**src/pfa_pkg.sv**
```systemverilog
// shared types, constants and helpers for the page free list allocator
`default_nettype none

package pfa_pkg;

  // pool geometry
  localparam int POOL_DEPTH = 4096;
  localparam int SLOT_W     = $clog2(POOL_DEPTH);

  // field widths
  localparam int FRAME_BITS = 40;
  localparam int BASE_W     = 40;
  localparam int COUNT_W    = 13;
  localparam int INDEX_W    = 12;
  localparam int STATUS_W   = 2;

  // operation codes
  localparam logic OP_ALLOC = 1'b0;
  localparam logic OP_FREE  = 1'b1;

  // status codes
  localparam logic [STATUS_W-1:0] ST_OK    = 2'd0;
  localparam logic [STATUS_W-1:0] ST_EMPTY = 2'd1;
  localparam logic [STATUS_W-1:0] ST_FULL  = 2'd2;
  localparam logic [STATUS_W-1:0] ST_RANGE = 2'd3;

  // configuration port
  localparam int CFG_IDX_W  = 1;
  localparam int CFG_DATA_W = 40;
  localparam logic [CFG_IDX_W-1:0] CFG_FRAME_BASE = 1'b0;
  localparam logic [CFG_IDX_W-1:0] CFG_PAGE_COUNT = 1'b1;

  // result queue sizing
  localparam int OQ_DEPTH = 4;
  localparam int OQ_PTR_W = $clog2(OQ_DEPTH);
  localparam int OQ_CNT_W = OQ_PTR_W + 1;

  // classified request from the front end
  typedef struct packed {
    logic               op;
    logic [INDEX_W-1:0] page_index;
    logic               bad_range;
  } pfa_cmd_t;

  // one result item
  typedef struct packed {
    logic [STATUS_W-1:0] status;
    logic [INDEX_W-1:0]  granted_index;
    logic [BASE_W-1:0]   granted_frame;
    logic [COUNT_W-1:0]  free_pages;
  } pfa_result_t;

  // result queue fill level seen by the back end
  typedef struct packed {
    logic [OQ_CNT_W-1:0] count;
  } pfa_oq_status_t;

  // page count clipped to the pool depth
  function automatic logic [COUNT_W-1:0] pfa_eff_count(input logic [COUNT_W-1:0] cnt);
    logic [COUNT_W-1:0] lim;
    lim = COUNT_W'(POOL_DEPTH);
    return (cnt > lim) ? lim : cnt;
  endfunction

endpackage

`default_nettype wire

```
**src/pfa_out_queue.sv**
```systemverilog
// result queue between the back end and the result ports
`default_nettype none

module pfa_out_queue (
  input  wire logic                    clk,
  input  wire logic                    rst_n,
  input  wire logic                    wr_en,
  input  wire pfa_pkg::pfa_result_t    wr_data,
  input  wire logic                    out_pop,
  output logic                         out_empty,
  output pfa_pkg::pfa_result_t         rd_data,
  output pfa_pkg::pfa_oq_status_t      oq_status
);
  import pfa_pkg::*;

  pfa_result_t          oq_mem_r [OQ_DEPTH];
  logic [OQ_PTR_W-1:0]  wr_ptr_r, wr_ptr_nxt;
  logic [OQ_PTR_W-1:0]  rd_ptr_r, rd_ptr_nxt;
  logic [OQ_CNT_W-1:0]  cnt_r, cnt_nxt;
  logic                 pop;

  assign out_empty       = (cnt_r == '0);
  assign rd_data         = oq_mem_r[rd_ptr_r];
  assign oq_status.count = cnt_r;
  assign pop             = out_pop && !out_empty;

  // pointers and fill count; writer never overfills thanks to its credit check
  always_comb begin
    wr_ptr_nxt = wr_ptr_r;
    rd_ptr_nxt = rd_ptr_r;
    cnt_nxt    = cnt_r;
    if (wr_en) begin
      wr_ptr_nxt = wr_ptr_r + 1'b1;
    end
    if (pop) begin
      rd_ptr_nxt = rd_ptr_r + 1'b1;
    end
    if (wr_en && !pop) begin
      cnt_nxt = cnt_r + 1'b1;
    end else if (pop && !wr_en) begin
      cnt_nxt = cnt_r - 1'b1;
    end
  end

  always_ff @(posedge clk) begin
    if (!rst_n) begin
      wr_ptr_r <= '0;
      rd_ptr_r <= '0;
      cnt_r    <= '0;
    end else begin
      wr_ptr_r <= wr_ptr_nxt;
      rd_ptr_r <= rd_ptr_nxt;
      cnt_r    <= cnt_nxt;
    end
  end

  // storage
  always_ff @(posedge clk) begin
    if (wr_en) begin
      oq_mem_r[wr_ptr_r] <= wr_data;
    end
  end

endmodule

`default_nettype wire

```
**config.mk**
```make
export PLATFORM = sky130hd
export DESIGN_NAME = pfa_out_queue
export DESIGN_NICKNAME = d
export VERILOG_FILES = /design/src/pfa_pkg.sv /design/src/pfa_out_queue.sv
export SDC_FILE = /design/constraint.sdc
export NUM_CORES = 1
export LEC_CHECK = 0
export BUFFER_PORTS_ARGS = -buffer_cell sky130_fd_sc_hd__buf_2
export CAP_MARGIN = 30
export CORE_ASPECT_RATIO = 0.75
export CORE_MARGIN = 3
export CORE_UTILIZATION = 30
export DETAILED_ROUTE_END_ITERATION = 6
export GPL_TIMING_DRIVEN = 0
export SKIP_LAST_GASP = 1
export SYNTH_ARGS = -nofsm -noshare
export SYNTH_HDL_FRONTEND = slang
export SYNTH_SLANG_ARGS = --single-unit
```
**constraint.sdc**
```tcl
create_clock -name clk -period 4.3 [get_ports clk]
set_clock_uncertainty 0.05 [all_clocks]
set_input_delay 0 -clock clk [delete_from_list [all_inputs] [get_ports clk]]
set_output_delay 0 -clock clk [all_outputs]
set_load 0.01 [all_outputs]
```
==> results of run 1 <==
==> routing by layer <==
metal | track usage | wire length, µm
met5 | 0 | 0
met1 | 0.132 | 8120
met3 | 0.0357 | 1380
met2 | 0.192 | 9840
met4 | 0.0287 | 515
==> critical path: cells and delay by family, from the launching register on <==
kind	cells	cell delay, ps
XOR/XNOR	1	180
buffers and inverters	1	60
AO/OA/AOI/OAI	2	620
AND/OR/NAND/NOR	1	300
flip-flops	1	370
adder cells (fa/ha/maj)	2	630
==> sequential cells by signal, indices dropped and copies added, names as in the netlist, named ones only <==
signal     count
oq_status      3
wr_ptr_r       2
oq_mem_r     268
rd_ptr_r       2
==> power groups by stage <==
stage	Combinational (W)	Sequential [W]	Clock (W)
finish	0.00160	0.00316	0.00237
global route	0.00174	0.00318	0.00256
CTS	0.00165	0.00316	0.00245
detailed placement	0.00159	0.00322	0
global placement	0.00156	0.00323	0
floorplan	0.00104	0.00322	0
==> cell type report <==
class                           count  area, µm²
Clock inverter                     16        164
Sequential cell                   277       8230
Multi-Input combinational cell     97       1770
Timing Repair Buffer              215       1490
Fill cell                        2926      19800
Antenna cell                        1       2.50
Clock buffer                       32        737
Tap cell                          442        553
Inverter                            3       11.3
Buffer                             15        145
==> per-stage QoR <==
step	hold WS, ps	setup slack [ps]	cell area [µm²]	power (W)
after detailed placement	167	2010	11500	0.00482
final	162	2010	13100	0.00712
after global placement	159	413	11400	0.00478
after floorplan	48.9	1700	10100	0.00425
after CTS	124	1910	13100	0.00726
after global routing	137	1840	13100	0.00748
==> cell families after synthesis <==
kind of cell | after synthesis | share of synthesized area
AO/OA/AOI/OAI | 4 | 0.00284
XOR/XNOR | 5 | 0.00432
adder cells (fa/ha/maj) | 6 | 0.00814
buffers and inverters | 18 | 0.0154
flip-flops | 277 | 0.811
multiplexers | 69 | 0.151
AND/OR/NAND/NOR | 13 | 0.00789
==> worst min path at each step <==
stage,end,start,slack [ps]
floorplan,oq_mem_r[0][0]$_DFFE_PP_,wr_data[0],50
global placement,oq_mem_r[1][20]$_DFFE_PP_,wr_data[20],160
detailed placement,oq_mem_r[2][11]$_DFFE_PP_,wr_data[11],170
CTS,oq_mem_r[3][39]$_DFFE_PP_,wr_data[39],120
global route,oq_mem_r[3][17]$_DFFE_PP_,wr_data[17],140
finish,oq_mem_r[2][18]$_DFFE_PP_,wr_data[18],160
==> Yosys cell counts, drive strengths merged <==
master  number  area, µm²
xor2         2       17.5
inv          3       11.3
xnor2        3       26.3
nor3         1       5.00
or3          1       6.26
ha           5       62.6
mux2i        2       20.0
nor2b        2       12.5
o21ai        1       5.00
buf         15        145
fa           1       20.0
o31ai        1       7.51
mux4        67       1510
edfxtp     268       8050
o311ai       1       8.76
dfxtp        9        180
and2         9       56.3
a21boi       1       7.51
==> flow_summary.toml, run 1 <==
[yosys]
synth_cells = 392
synth.cell_area_um2 = 10100
netlist-cell-type-count = 22
ys_ff_latch = 277
post_synth.cell_area_avg_um2 = 25.9
synthesis.nets = 469
yosysSeqAreaShare = 0.811
ys.warnings.count = 0

[worst_setup_path]
worst_reg2reg_path_depth = 7
critPathCaptureType = "flop"
worst_path_largest_cell_delay_ps = 420
critical_path.startpoint = "oq_status[0]$_SDFFE_PN0P_"
crit-reg2reg-capture = "oq_status[2]$_SDFFE_PN0P_"
worst_path_arrival_time_ps = 2690
timing.critical_path.required_ps = 4700
cp_cell_sequence = "o31ai_1 > ha_1 > inv_1 > fa_1 > xor2_1 > or3_1 > a21boi_0"
critical_path.slowest_cell = "o31ai_1"
worstSetupPathType = "flop to flop"
worst_setup_path_endpoint = "oq_status[2]$_SDFFE_PN0P_"
critical_path_peak_fanout = 6
reg2reg_setup_slack_ps = 2010
worst_r2r_startpoint = "oq_status[0]$_SDFFE_PN0P_"
critPathLaunchType = "flop"

[detailed_routing]
final_antenna_net_count = 0
vias = 4812
first_pass_iters = 4
drc_errors = 0
drt_iter0_drc = 245
post_drt_wl_per_cell_um = 18.1
via_density_per_instance = 4.38
routed_wire_length_um = 19900

[cts]
h_tree_lvls = 1
cts_hold_repair.buffers = 70
worstSkewPairLatency_ps = 540
cts_num_sinks = 277
post_cts.resized_instances = 0
tritoncts_clock_tree = "done"
post-cts-setup-buffers = 0
cts_max_path_buffers = 3
cts_made_buffers = 28
path_clk_slew_ps = 70
cts.root.buffer_cell = "clkbuf_16"

[timing]
slew_violations = 0
final.min_clock_period_ps = 2290
finalSetupTns_ps = 0
slew-limit-headroom = 0.566
setup_viol = 0
worst_pin_slew_ps = 651
timing.fmax_ghz = 0.437
finalHoldViolations = 0
grt_setup_unrepaired = "no"
layout_worst_path_cycle_share = 0.533

[hold_path]
timing.hold.worst_path_depth = 2
hold_removal_path_class = "input port to flop"

[die]
die_height_um = 165
placementRows = 57
initial_utilization = 0.309
die_area_um2 = 36100
design.core.area_um2 = 32900
io_pins = 142
fp.dieW_um = 218

[run]
drv_cap = 0

[global_route]
antenna_found_initial = 1
globalRouteOverflowTotal = 0
grt_start_max_net_pins = 37
groute.usage.overall = 0.110
global_route_wire_length_before_repair_um = 30300
first_global_vias = 5399

[power]
cellLeakagePower_nw = 4.42
power_density_nw_per_um2 = 544
internal_power_w = 0.00535
share_seq_of_total_power = 0.444
comb_power_share = 0.224
sw_frac_of_total = 0.250
worst_ir_drop_vdd_uv = 363
p_sw_w = 0.00178
pwr-share-clk = 0.332

[layout]
most-common-layout-cells = "edfxtp_1, buf_2, dlygate4sd3_1, mux4_2, clkbuf_16"
post_route_cells_drive_above_1_share = 0.412
layoutNonFillerInstCount = 1098
synthToLayoutAreaGrowth_pct = 29.1
most_common_cell_after_layout_fill_and_taps_aside = "edfxtp_1"
final_core_util = 0.398
num-nets-final = 714

[place]
port_buffers = 141
place_inst = 979
gp_congestion = 0.700
place.detailed.hpwl_um = 12600

[status]
run_status = "complete, no violations"
Note: power is estimated with default switching activity, not from simulation.
==> run 2: changes to the inputs <==
clock period = 2.1 ns   (was 4.3 ns; I/O delays follow)
==> run 2 against run 1 <==
Effect of this change: highest routed layer unchanged; critical path depth is 2 lower; clock-buffer cell count is 3 lower; hold slack better by 4.0 ps.
==> flow_summary.toml, run 2 (synthesis gave the netlist of run 1 again) <==
[layout]
synthToLayoutAreaGrowth_pct = 32.8
num-nets-final = 724
sequential_cell_area_um2 = 8230
layoutNonFillerInstCount = 1109
max_flop_register = "oq_mem_r"
fillerInstances = 2898
count_of_inserted_antenna_diode_cells = 0
multi_input_comb_area_um2 = 1790
post_route_cells_drive_above_1_share = 0.436
most_common_cell_after_layout_fill_and_taps_aside = "edfxtp_1"
most-common-layout-cells = "edfxtp_1, buf_2, dlygate4sd3_1, mux4_2, buf_6"
largest_reg_flops = 268

[power]
comb_power_share = 0.262
share_seq_of_total_power = 0.428
power_density_nw_per_um2 = 1120
cellLeakagePower_nw = 4.57
worst_ir_drop_vdd_uv = 780
internal_power_w = 0.0114
p_sw_w = 0.00379
pwr-share-clk = 0.310
sw_frac_of_total = 0.250

[cts]
worstSkewPairLatency_ps = 530
tritoncts_clock_tree = "done"
cts_made_buffers = 27
cts_num_sinks = 277
h_tree_lvls = 1
cts_max_path_buffers = 3
cts.root.buffer_cell = "clkbuf_16"
path_clk_slew_ps = 60

[die]
io_pins = 142
fp.dieW_um = 218
design.core.area_um2 = 32900
initial_utilization = 0.309
placementRows = 57
die_area_um2 = 36100
die_height_um = 165

[place]
post-place-ws_ps = -176
place_inst = 979
place.detailed.hpwl_um = 12500
gp_congestion = 0.707
port_buffers = 141

[global_route]
global_route_wire_length_before_repair_um = 30600
globalRouteOverflowTotal = 0
antenna_found_initial = 0
grt_start_max_net_pins = 39
first_global_vias = 5411
groute.usage.overall = 0.110

[timing]
setup_viol = 0
fin_ws_ps = 42.6
worst_pin_slew_ps = 608
final.min_clock_period_ps = 2060
finalSetupTns_ps = 0
slew_violations = 0
finalHoldViolations = 0
layout_worst_path_cycle_share = 0.980
timing.fmax_ghz = 0.486
fin_hold_ws_ps = 167
slew-limit-headroom = 0.595
grt_setup_unrepaired = "yes"

[status]
run_status = "complete, no violations"

[detailed_routing]
routed_wire_length_um = 19900
drc_errors = 0
drt_iter0_drc = 231
via_density_per_instance = 4.37
vias = 4844
first_pass_iters = 4
final_antenna_net_count = 0
post_drt_wl_per_cell_um = 17.9

[worst_setup_path]
worstSetupPathType = "flop to output port"
critical_path_peak_fanout = 8
worst_r2r_startpoint = "oq_status[2]$_SDFFE_PN0P_"
critPathLaunchType = "flop"
worst_path_arrival_time_ps = 2010
reg2reg_setup_slack_ps = 70
critPathCaptureType = "output port"
crit-reg2reg-capture = "oq_status[2]$_SDFFE_PN0P_"
timing.critical_path.required_ps = 2050
worst_reg2reg_path_depth = 7

[hold_path]
timing.hold.worst_path_depth = 2
min_delay_worst_endpoint = "oq_mem_r[2][21]$_DFFE_PP_"
hold_removal_path_class = "input port to flop"
hold_path.startpoint = "wr_data[21]"

[run]
drv_cap = 0
-- run 2: layout make-up --
type | count | area share
flip-flops and latches | 277 | 0.611
repair buffers | 226 | 0.137
multi-input cells | 97 | 0.133
clock buffers | 29 | 0.0507
well taps | 442 | 0.0410
clock inverters | 20 | 0.0136
plain buffers | 15 | 0.0132
inverters | 3 | 0.000836
-- run 2: how the worst max path moves through the flow --
| stage | to | cells after the start | from | slack (ps) |
|---|---|---|---|---|
| floorplan | oq_status[2]$_SDFFE_PN0P_ | 7 | oq_status[0]$_SDFFE_PN0P_ | 3 |
| global placement | oq_mem_r[0][28]$_DFFE_PP_ | 3 | wr_ptr_r[0]$_SDFFE_PN0P_ | -420 |
| detailed placement | oq_status[2]$_SDFFE_PN0P_ | 7 | oq_status[0]$_SDFFE_PN0P_ | -180 |
| CTS | rd_data[41] | 6 | flop | -60 |
| global route | rd_data[52] | 5 | flop | -50 |
| finish | rd_data[53] | 5 | flop | 40 |
-- run 2: routing by layer --
metal / up-vias / global-route usage / routed length, µm
met1: 2530 / 0.136 / 8380
met4: 0 / 0.0249 / 382
li1: 2188 / - / -
met2: 98 / 0.196 / 10100
met5: - / 0 / 0
met3: 28 / 0.0287 / 1000
-- run 2: power by group through the flow --
stage	Sequential (W)	Combinational (W)	Clock (W)
final	0.00649	0.00398	0.00470
after global routing	0.00652	0.00429	0.00509
after CTS	0.00649	0.00375	0.00485
after detailed placement	0.00660	0.00326	0
after global placement	0.00659	0.00318	0
after floorplan	0.00658	0.00212	0
-- run 2: repair_timing --
action / 4_1_cts / 5_1_grt
endpoints found under the setup margin: 62 / 63
setup buffers: 6 / 1
endpoints found under the hold margin: 277 / 0
pin swaps: 2 / 2
resized for setup: 17 / 38
hold buffers: 71 / 0
cloned: 3 / 1
-- run 2: worst max-delay path, cell delays in order, from the launching register on --
cell       delay, ps
dfxtp_2          330
buf_8            130
buf_12           180
clkbuf_16        170
mux4_2           490
buf_2            160
-- run 2: per-stage QoR --
stage / utilization / total power [W] / instance area (µm²)
floorplan: - / 0.00870 / 10200
global placement: 0.347 / 0.00977 / 11400
detailed placement: 0.350 / 0.00985 / 11500
CTS: 0.404 / 0.0151 / 13300
global route: 0.410 / 0.0159 / 13500
finish: 0.410 / 0.0152 / 13500
