$ cat src/pfa_pkg.sv
// shared types, constants and helpers for the page free list allocator
`default_nettype none

package pfa_pkg;

  // pool geometry
  localparam int POOL_DEPTH = 4096;
  localparam int SLOT_W     = $clog2(POOL_DEPTH);

  // field widths
  localparam int FRAME_BITS = 40;
  localparam int BASE_W     = 40;
  localparam int COUNT_W    = 13;
  localparam int INDEX_W    = 12;
  localparam int STATUS_W   = 2;

  // operation codes
  localparam logic OP_ALLOC = 1'b0;
  localparam logic OP_FREE  = 1'b1;

  // status codes
  localparam logic [STATUS_W-1:0] ST_OK    = 2'd0;
  localparam logic [STATUS_W-1:0] ST_EMPTY = 2'd1;
  localparam logic [STATUS_W-1:0] ST_FULL  = 2'd2;
  localparam logic [STATUS_W-1:0] ST_RANGE = 2'd3;

  // configuration port
  localparam int CFG_IDX_W  = 1;
  localparam int CFG_DATA_W = 40;
  localparam logic [CFG_IDX_W-1:0] CFG_FRAME_BASE = 1'b0;
  localparam logic [CFG_IDX_W-1:0] CFG_PAGE_COUNT = 1'b1;

  // result queue sizing
  localparam int OQ_DEPTH = 4;
  localparam int OQ_PTR_W = $clog2(OQ_DEPTH);
  localparam int OQ_CNT_W = OQ_PTR_W + 1;

  // classified request from the front end
  typedef struct packed {
    logic               op;
    logic [INDEX_W-1:0] page_index;
    logic               bad_range;
  } pfa_cmd_t;

  // one result item
  typedef struct packed {
    logic [STATUS_W-1:0] status;
    logic [INDEX_W-1:0]  granted_index;
    logic [BASE_W-1:0]   granted_frame;
    logic [COUNT_W-1:0]  free_pages;
  } pfa_result_t;

  // result queue fill level seen by the back end
  typedef struct packed {
    logic [OQ_CNT_W-1:0] count;
  } pfa_oq_status_t;

  // page count clipped to the pool depth
  function automatic logic [COUNT_W-1:0] pfa_eff_count(input logic [COUNT_W-1:0] cnt);
    logic [COUNT_W-1:0] lim;
    lim = COUNT_W'(POOL_DEPTH);
    return (cnt > lim) ? lim : cnt;
  endfunction

endpackage

`default_nettype wire

$ cat src/pfa_front.sv
// front end: accepts requests, range-checks frees, buffers them for the back end
`default_nettype none

module pfa_front (
  input  wire logic                         clk,
  input  wire logic                         rst_n,
  input  wire logic                         in_push,
  output logic                              in_full,
  input  wire logic                         in_operation,
  input  wire logic [pfa_pkg::INDEX_W-1:0]  in_page_index,
  input  wire logic [pfa_pkg::COUNT_W-1:0]  eff_count,
  output logic                              cmd_valid,
  output pfa_pkg::pfa_cmd_t                 cmd,
  input  wire logic                         cmd_pop
);
  import pfa_pkg::*;

  localparam int CQ_DEPTH = 2;
  localparam int CQ_PTR_W = $clog2(CQ_DEPTH);
  localparam int CQ_CNT_W = CQ_PTR_W + 1;

  pfa_cmd_t               cq_mem_r [CQ_DEPTH];
  logic [CQ_PTR_W-1:0]    wr_ptr_r, wr_ptr_nxt;
  logic [CQ_PTR_W-1:0]    rd_ptr_r, rd_ptr_nxt;
  logic [CQ_CNT_W-1:0]    cnt_r, cnt_nxt;
  logic                   push;
  logic                   pop;
  pfa_cmd_t               new_cmd;

  // classify the incoming request
  always_comb begin
    new_cmd.op         = in_operation;
    new_cmd.page_index = in_page_index;
    new_cmd.bad_range  = ({1'b0, in_page_index} >= eff_count);
  end

  assign in_full   = (cnt_r == CQ_CNT_W'(CQ_DEPTH));
  assign cmd_valid = (cnt_r != '0);
  assign cmd       = cq_mem_r[rd_ptr_r];
  assign push      = in_push && !in_full;
  assign pop       = cmd_pop && cmd_valid;

  // queue pointers and fill count
  always_comb begin
    wr_ptr_nxt = wr_ptr_r;
    rd_ptr_nxt = rd_ptr_r;
    cnt_nxt    = cnt_r;
    if (push) begin
      wr_ptr_nxt = wr_ptr_r + 1'b1;
    end
    if (pop) begin
      rd_ptr_nxt = rd_ptr_r + 1'b1;
    end
    if (push && !pop) begin
      cnt_nxt = cnt_r + 1'b1;
    end else if (pop && !push) begin
      cnt_nxt = cnt_r - 1'b1;
    end
  end

  always_ff @(posedge clk) begin
    if (!rst_n) begin
      wr_ptr_r <= '0;
      rd_ptr_r <= '0;
      cnt_r    <= '0;
    end else begin
      wr_ptr_r <= wr_ptr_nxt;
      rd_ptr_r <= rd_ptr_nxt;
      cnt_r    <= cnt_nxt;
    end
  end

  // queue storage
  always_ff @(posedge clk) begin
    if (push) begin
      cq_mem_r[wr_ptr_r] <= new_cmd;
    end
  end

endmodule

`default_nettype wire

$ cat config.mk
export PLATFORM = sky130hd
export DESIGN_NAME = pfa_front
export DESIGN_NICKNAME = d
export VERILOG_FILES = /design/src/pfa_pkg.sv /design/src/pfa_front.sv
export SDC_FILE = /design/constraint.sdc
export NUM_CORES = 1
export LEC_CHECK = 0
export BUFFER_PORTS_ARGS = -buffer_cell sky130_fd_sc_hd__buf_2
export CAP_MARGIN = 10
export CORE_ASPECT_RATIO = 0.5
export CORE_MARGIN = 1.5
export CORE_UTILIZATION = 45
export CTS_CLUSTER_SIZE = 16
export DETAILED_ROUTE_END_ITERATION = 6
export GPL_ROUTABILITY_DRIVEN = 1
export PLACE_DENSITY = 0.71
export REMOVE_ABC_BUFFERS = 1
export SETUP_SLACK_MARGIN = 0.4
export SYNTH_ARGS = -nofsm -noshare
export SYNTH_HDL_FRONTEND = slang
export SYNTH_SLANG_ARGS = --single-unit
export TNS_END_PERCENT = 1
$ cat constraint.sdc
create_clock -name clk -period 2.5 [get_ports clk]
set_input_delay 0.75 -clock clk [delete_from_list [all_inputs] [get_ports clk]]
set_output_delay 0.75 -clock clk [all_outputs]
set_load 0.05 [all_outputs]
==> flow_summary_export.csv, run 1 <==
group,metric,value,unit
place,hpwl,1.94,mm
die,ioPinCount,46,
clocking,clk-insertion-delay-late,0.28,ns
sta,maxSlewHeadroom,0.835,
logic_synthesis,ys_seq_elements,33,
logic_synthesis,synth.mux.area_fraction,0.103,
logic_synthesis,yosys.area_share.adder,0.106,
cells_and_area,ff_latch_area,942,sq um
clocking,cts_tree,"done",
power,leakage,0.900,nW
drt,routed_wl,2.68,mm
drt,ant_nets,0,
logic_synthesis,synthXorXnorAreaFrac,0.0228,
hold_path,hp-class,"flop to flop",
logic_synthesis,synth_top_family_by_area,"adder cells",
logic_synthesis,yosysSeqAreaShare,0.612,
logic_synthesis,ys_warn_count,0,
power,p_sw_frac,0.366,
sta,tightest_slew,0.246,ns
critical_path,cp.arrival,1.32,ns
critical_path,worst_r2r_endpoint,"cnt_r[1]",
drt,drt_iter0_drc,9,
cells_and_area,fillers,241,
place,gp_congestion,0.747,
place,place_area,0.00184,sq mm
cells_and_area,fin_area,0.00199,sq mm
clocking,hold_buffers,0,
cells_and_area,syn_to_final_growth,29.6,%
power,powerDensity,1060,mW/mm^2
global_route,grt_pass1_wl,4.52,mm
power,clock_power_share,0.228,
drt,wire_per_inst,12.9,um
die,initial_core_util,0.493,
clocking,root_buffer,"clkbuf_8",
die,dieArea,0.00380,sq mm
logic_synthesis,synth_compound_area_frac,0.0464,
drt,vias,997,
place,dp_cells,199,
critical_path,endpoint_kind,"output pin",
drt,drc,2,
critical_path,crit_end,"cmd[12]",
cells_and_area,diodes,0,
clocking,clk_path_buf_depth,2,
clocking,cts_buffers,5,
sta,fin_hold_ws,0.500,ns
power,switchingPower,0.772,mW
cells_and_area,final_cells,208,
sta,final.setup_skew,0.00452,ns
power,power_frac_comb,0.415,
hold_path,min_from,"cnt_r[1]",
global_route,gr-usage-all-layers,0.163,
die,fp.dieH,44.3,um
power,power_frac_seq,0.357,
sta,setup_tns,0,ns
sta,period_minus_slack,2.07,ns
cells_and_area,fin_util,0.639,
clocking,clkTransAtPathRegs,0.06,ns
critical_path,crit_fanout,7,
power,ir_drop,0.000626,V
clocking,htreeDepth,2,
run,max_cap_viol_count,0,
critical_path,cp-start-kind,"flop",
die,die_width,85.7,um
sta,hold_viol_final,0,
cells_and_area,multi_input_area,533,sq um
logic_synthesis,avgSynthCellArea,13.9,sq um
global_route,overflow,0,
die,core_area,0.00312,sq mm
sta,fmax,483,MHz
hold_path,hold_depth,2,
logic_synthesis,netlist-cell-type-count,25,
sta,setup_viol,0,
global_route,grt_pass1_vias,1041,
die,rows,14,
drt,vias_per_cell,4.79,
sta,rsz0062_at_grt,"yes",
clocking,clkSinkCount,33,
place,port_buffers,45,
cells_and_area,drive_gt1_frac,0.435,
logic_synthesis,mappedNetlistArea,0.00154,sq mm
critical_path,required,1.75,ns
global_route,grt_max_degree,12,
global_route,antenna_found_initial,0,
cells_and_area,nets,210,
power,p_int,1.34,mW
run_status,violations,"DRC",
drt,drt_first_pass_iters,6,
run_status,status,"finished with violations",
critical_path,crit_type,"flop to output pin",
critical_path,r2r_start,"cnt_r[0]",
sta,period_share,0.829,
logic_synthesis,netlist_instances,111,
critical_path,reg2regPathDepth,6,
clocking,postCtsSetupBuffers,0,
critical_path,r2r_slack,0.93,ns
sta,maxSlewViolCount,0,
logic_synthesis,synth-simple-area-share,0.0692,
## cells in the mapped netlist, drive strengths merged
| library cell | instances | area [sq um] |
|---|---|---|
| a21boi | 1 | 7.51 |
| o21ai | 3 | 15.0 |
| nand2b | 1 | 6.26 |
| a21o | 1 | 7.51 |
| nand3 | 1 | 5.00 |
| a21oi | 5 | 25.0 |
| buf | 1 | 7.51 |
| or3 | 1 | 6.26 |
| a2bb2oi | 1 | 8.76 |
| ha | 13 | 163 |
| nand2 | 6 | 25.0 |
| or2 | 1 | 8.76 |
| and2 | 4 | 25.0 |
| xor2 | 1 | 8.76 |
| xnor2 | 3 | 26.3 |
| edfxtp | 28 | 841 |
| and4b | 1 | 10.0 |
| and3 | 1 | 6.26 |
| a211oi | 1 | 7.51 |
| inv | 15 | 56.3 |
| nand4 | 1 | 6.26 |
| dfxtp | 5 | 100 |
| nor2 | 2 | 7.51 |
| mux2 | 14 | 158 |
## registers in the layout (all words and copies together) (netlist names), named ones only
name and cells:
cnt_r 2, cq_mem_r 28, rd_ptr_r 1, wr_ptr_r 1
## metrics by stage
stage / total power [mW] / worst slack [ns]
5_1_grt: 2.21 / 0.388
6_report: 2.11 / 0.428
3_3_place_gp: 1.56 / 0.435
2_1_floorplan: 1.38 / 0.665
3_5_place_dp: 1.57 / 0.394
4_1_cts: 2.09 / 0.397
## power by group through the flow
stage	sequential, mW	clock, mW	combinational [mW]
after floorplan	0.769	0	0.608
after global placement	0.753	0	0.808
after detailed placement	0.758	0	0.815
after CTS	0.753	0.496	0.842
after global routing	0.761	0.514	0.934
final	0.752	0.481	0.875
## critical path, cell delays in order, from the launching register on
cell	delay, ns
dfxtp_2	0.36
buf_6	0.15
mux2_2	0.34
buf_4	0.19
## layout by cell type, fill, tap and decap left out, types with 2 or more instances in the layout
cell type / Yosys / routed
buf_4: 1 / 17
edfxtp_1: 28 / 28
o21ai_0: 3 / 3
ha_1: 13 / 13
nor2_1: 2 / 2
mux2_2: 14 / 14
nand2_1: 5 / 5
clkbuf_8: 0 / 5
buf_6: 0 / 2
buf_2: 0 / 31
dfxtp_1: 5 / 4
xnor2_1: 3 / 3
and2_1: 4 / 4
inv_1: 15 / 15
a21oi_1: 5 / 5
## kinds of logic (layout without fill, tap and decap cells)
logic type / Yosys count / count (layout)
flip-flops: 33 / 33
buffers and inverters: 16 / 73
adder cells (fa/ha/maj): 13 / 13
AO/OA/AOI/OAI: 12 / 12
AND/OR/NAND/NOR: 19 / 19
multiplexers: 14 / 14
XOR/XNOR: 4 / 4
## routing by layer
metal | vias up | share of wire | GRT usage
li1 | 506 | - | -
met5 | - | 0 | 0
met2 | 26 | 0.47 | 0.283
met4 | 0 | 0.0071 | 0.0484
met3 | 2 | 0.064 | 0.0634
met1 | 463 | 0.46 | 0.194
## what timing repair did
| action | CTS | global route |
|---|---|---|
| gates cloned | 1 | 0 |
| endpoints found under the setup margin | 14 | 14 |
| resized for setup | 5 | 26 |
## cell type report
class / count / share of cell area
clock buffers: 6 / 0.0364
clock inverters: 2 / 0.0169
well taps: 40 / 0.0251
inverters: 15 / 0.0282
repair buffers: 50 / 0.153
flip-flops and latches: 33 / 0.473
multi-input cells: 62 / 0.267
## how the worst min path moves through the flow
stage                     to
floorplan           cnt_r[1]
global placement    cnt_r[1]
detailed placement  cnt_r[1]
CTS                 cnt_r[1]
global route        cnt_r[1]
finish              cnt_r[1]
Power figures use the tool's default switching activity.
==> inputs of run 2 (changes only) <==
==> constraint.sdc (replaced) <==
create_clock -name clk -period 2.16 [get_ports clk]
set_input_delay 0.648 -clock clk [delete_from_list [all_inputs] [get_ports clk]]
set_output_delay 0.648 -clock clk [all_outputs]
set_load 0.05 [all_outputs]
==> run 2 against run 1 <==
Net effect:
- cell count fell by 0.48%
- final area rose by 6.2%
- worst hold slack improved by 0.012 ns
- clock power fell by 6.2%
- highest routed layer unchanged
- the run still ends with DRC left
==> flow_summary_export.csv, run 2 (synthesis gave the netlist of run 1 again) <==
group,metric,value,unit
die,rows,14,
clocking,clkTransAtPathRegs,0.06,ns
global_route,grt_pass1_vias,1077,
power,switchingPower,0.953,mW
global_route,gr-usage-all-layers,0.168,
sta,rsz0062_at_grt,"yes",
sta,fmax,515,MHz
global_route,grt_pass1_wl,4.55,mm
sta,setup_tns,0,ns
die,dieArea,0.00380,sq mm
run,max_cap_viol_count,0,
critical_path,crit_fanout,7,
drt,drt_iter0_drc,22,
die,ioPinCount,46,
drt,highest_layer,"met4",
drt,routed_wl,2.76,mm
sta,tightest_slew,0.246,ns
clocking,cts_buffers,5,
place,gp_congestion,0.728,
clocking,clk_path_buf_depth,2,
place,place_area,0.00183,sq mm
run_status,violations,"DRC",
power,clock_power_share,0.177,
drt,vias,1024,
cells_and_area,fillers,244,
place,port_buffers,45,
drt,wl_met3,162,um
cells_and_area,syn_to_final_growth,37.6,%
cells_and_area,fin_area,0.00212,sq mm
cells_and_area,reg_top3,"cq_mem_r: 28 flops, cnt_r: 2 flops",
clocking,clkSinkCount,33,
sta,period_share,0.900,
die,initial_core_util,0.493,
hold_path,hp-class,"flop to flop",
drt,vias_per_cell,4.95,
place,hpwl,1.88,mm
drt,ant_nets,0,
sta,period_minus_slack,1.94,ns
cells_and_area,final_cell_mix,"31 x buf_2, 28 x edfxtp_1, 15 x inv_1",
global_route,overflow,0,
drt,drt_first_pass_iters,6,
critical_path,required,1.51,ns
sta,maxSlewHeadroom,0.837,
power,power_frac_seq,0.347,
cells_and_area,drive_gt1_frac,0.443,
cells_and_area,nets,209,
drt,routed-wl-met2,1.34,mm
sta,final.setup_skew,0.00566,ns
clocking,postCtsSetupBuffers,0,
critical_path,cp.arrival,1.30,ns
global_route,grt_max_degree,15,
drt,drc,2,
drt,wl_met1,1.23,mm
global_route,antenna_found_initial,0,
power,powerDensity,1200,mW/mm^2
die,core_area,0.00312,sq mm
power,ir_drop,0.000768,V
cells_and_area,final_common_cell,"buf_2",
sta,hold_viol_final,0,
cells_and_area,ff_latch_area,945,sq um
clocking,cts_tree,"done",
die,fp.dieH,44.3,um
cells_and_area,diodes,0,
clocking,htreeDepth,2,
critical_path,crit_type,"flop to output pin",
drt,wire_per_inst,13.3,um
power,leakage,0.960,nW
cells_and_area,largest_reg_flops,28,
die,die_width,85.7,um
critical_path,endpoint_kind,"output pin",
critical_path,cp-start-kind,"flop",
power,p_sw_frac,0.375,
run_status,status,"finished with violations",
sta,maxSlewViolCount,0,
clocking,root_buffer,"clkbuf_8",
power,p_int,1.59,mW
cells_and_area,multi_input_area,571,sq um
clocking,hold_buffers,0,
clocking,clk-insertion-delay-late,0.28,ns
sta,setup_viol,0,
power,power_frac_comb,0.476,
cells_and_area,top_register,"cq_mem_r",
-- run 2: repair_timing --
item,CTS,global route
gates resized for setup,49,4
gates cloned,1,0
endpoints found under the setup margin,15,18
hold endpoints to repair,0,0
pin swaps,0,0
-- run 2: path summary, 6_finish.rpt --
check	startpoint	end	slack (ns)	cells after the start
max	flop	cmd[0]	0.22	3
min	cnt_r[1]	cnt_r[1]	0.51	2
max reg2reg	cnt_r[0]	cnt_r[1]	0.58	6
min reg2reg	cnt_r[1]	cnt_r[1]	0.51	2
-- run 2: per-stage QoR --
| step | total power [mW] | hold WS [ns] | cells | util | setup WS [ns] |
|---|---|---|---|---|---|
| final | 2.54 | 0.513 | 207 | 0.679 | 0.217 |
| after global routing | 2.66 | 0.535 | 207 | 0.679 | 0.176 |
| after CTS | 2.54 | 0.516 | 207 | 0.674 | 0.207 |
| after detailed placement | 1.81 | 0.506 | 198 | 0.586 | 0.150 |
| after global placement | 1.80 | 0.495 | 198 | 0.586 | 0.173 |
| after floorplan | 1.59 | 0.471 | 110 | - | 0.427 |
-- run 2: layout make-up --
| class | instances | area share |
|---|---|---|
| Clock inverter | 3 | 0.00828 |
| Sequential cell | 33 | 0.446 |
| Timing Repair Buffer | 49 | 0.193 |
| Clock buffer | 5 | 0.0325 |
| Multi-Input combinational cell | 62 | 0.270 |
| Tap cell | 40 | 0.0237 |
| Inverter | 15 | 0.0266 |
-- run 2: metal layers --
layer	global-route usage	up-vias
met3	0.0709	5
met2	0.283	26
met5	0	-
met1	0.193	485
met4	0.0710	0
li1	-	508
-- run 2: critical path: stages (launching register included) --
cell     delay (ns)
dfxtp_4        0.39
buf_16         0.13
mux2_2         0.34
buf_6          0.15
-- run 2: power groups by stage --
stage          combinational, mW  sequential (mW)  clock (mW)
6_report                    1.21            0.883       0.451
5_1_grt                     1.27            0.894       0.491
4_1_cts                     1.20            0.883       0.462
3_5_place_dp               0.933            0.877           0
3_3_place_gp               0.927            0.870           0
2_1_floorplan              0.704            0.890           0
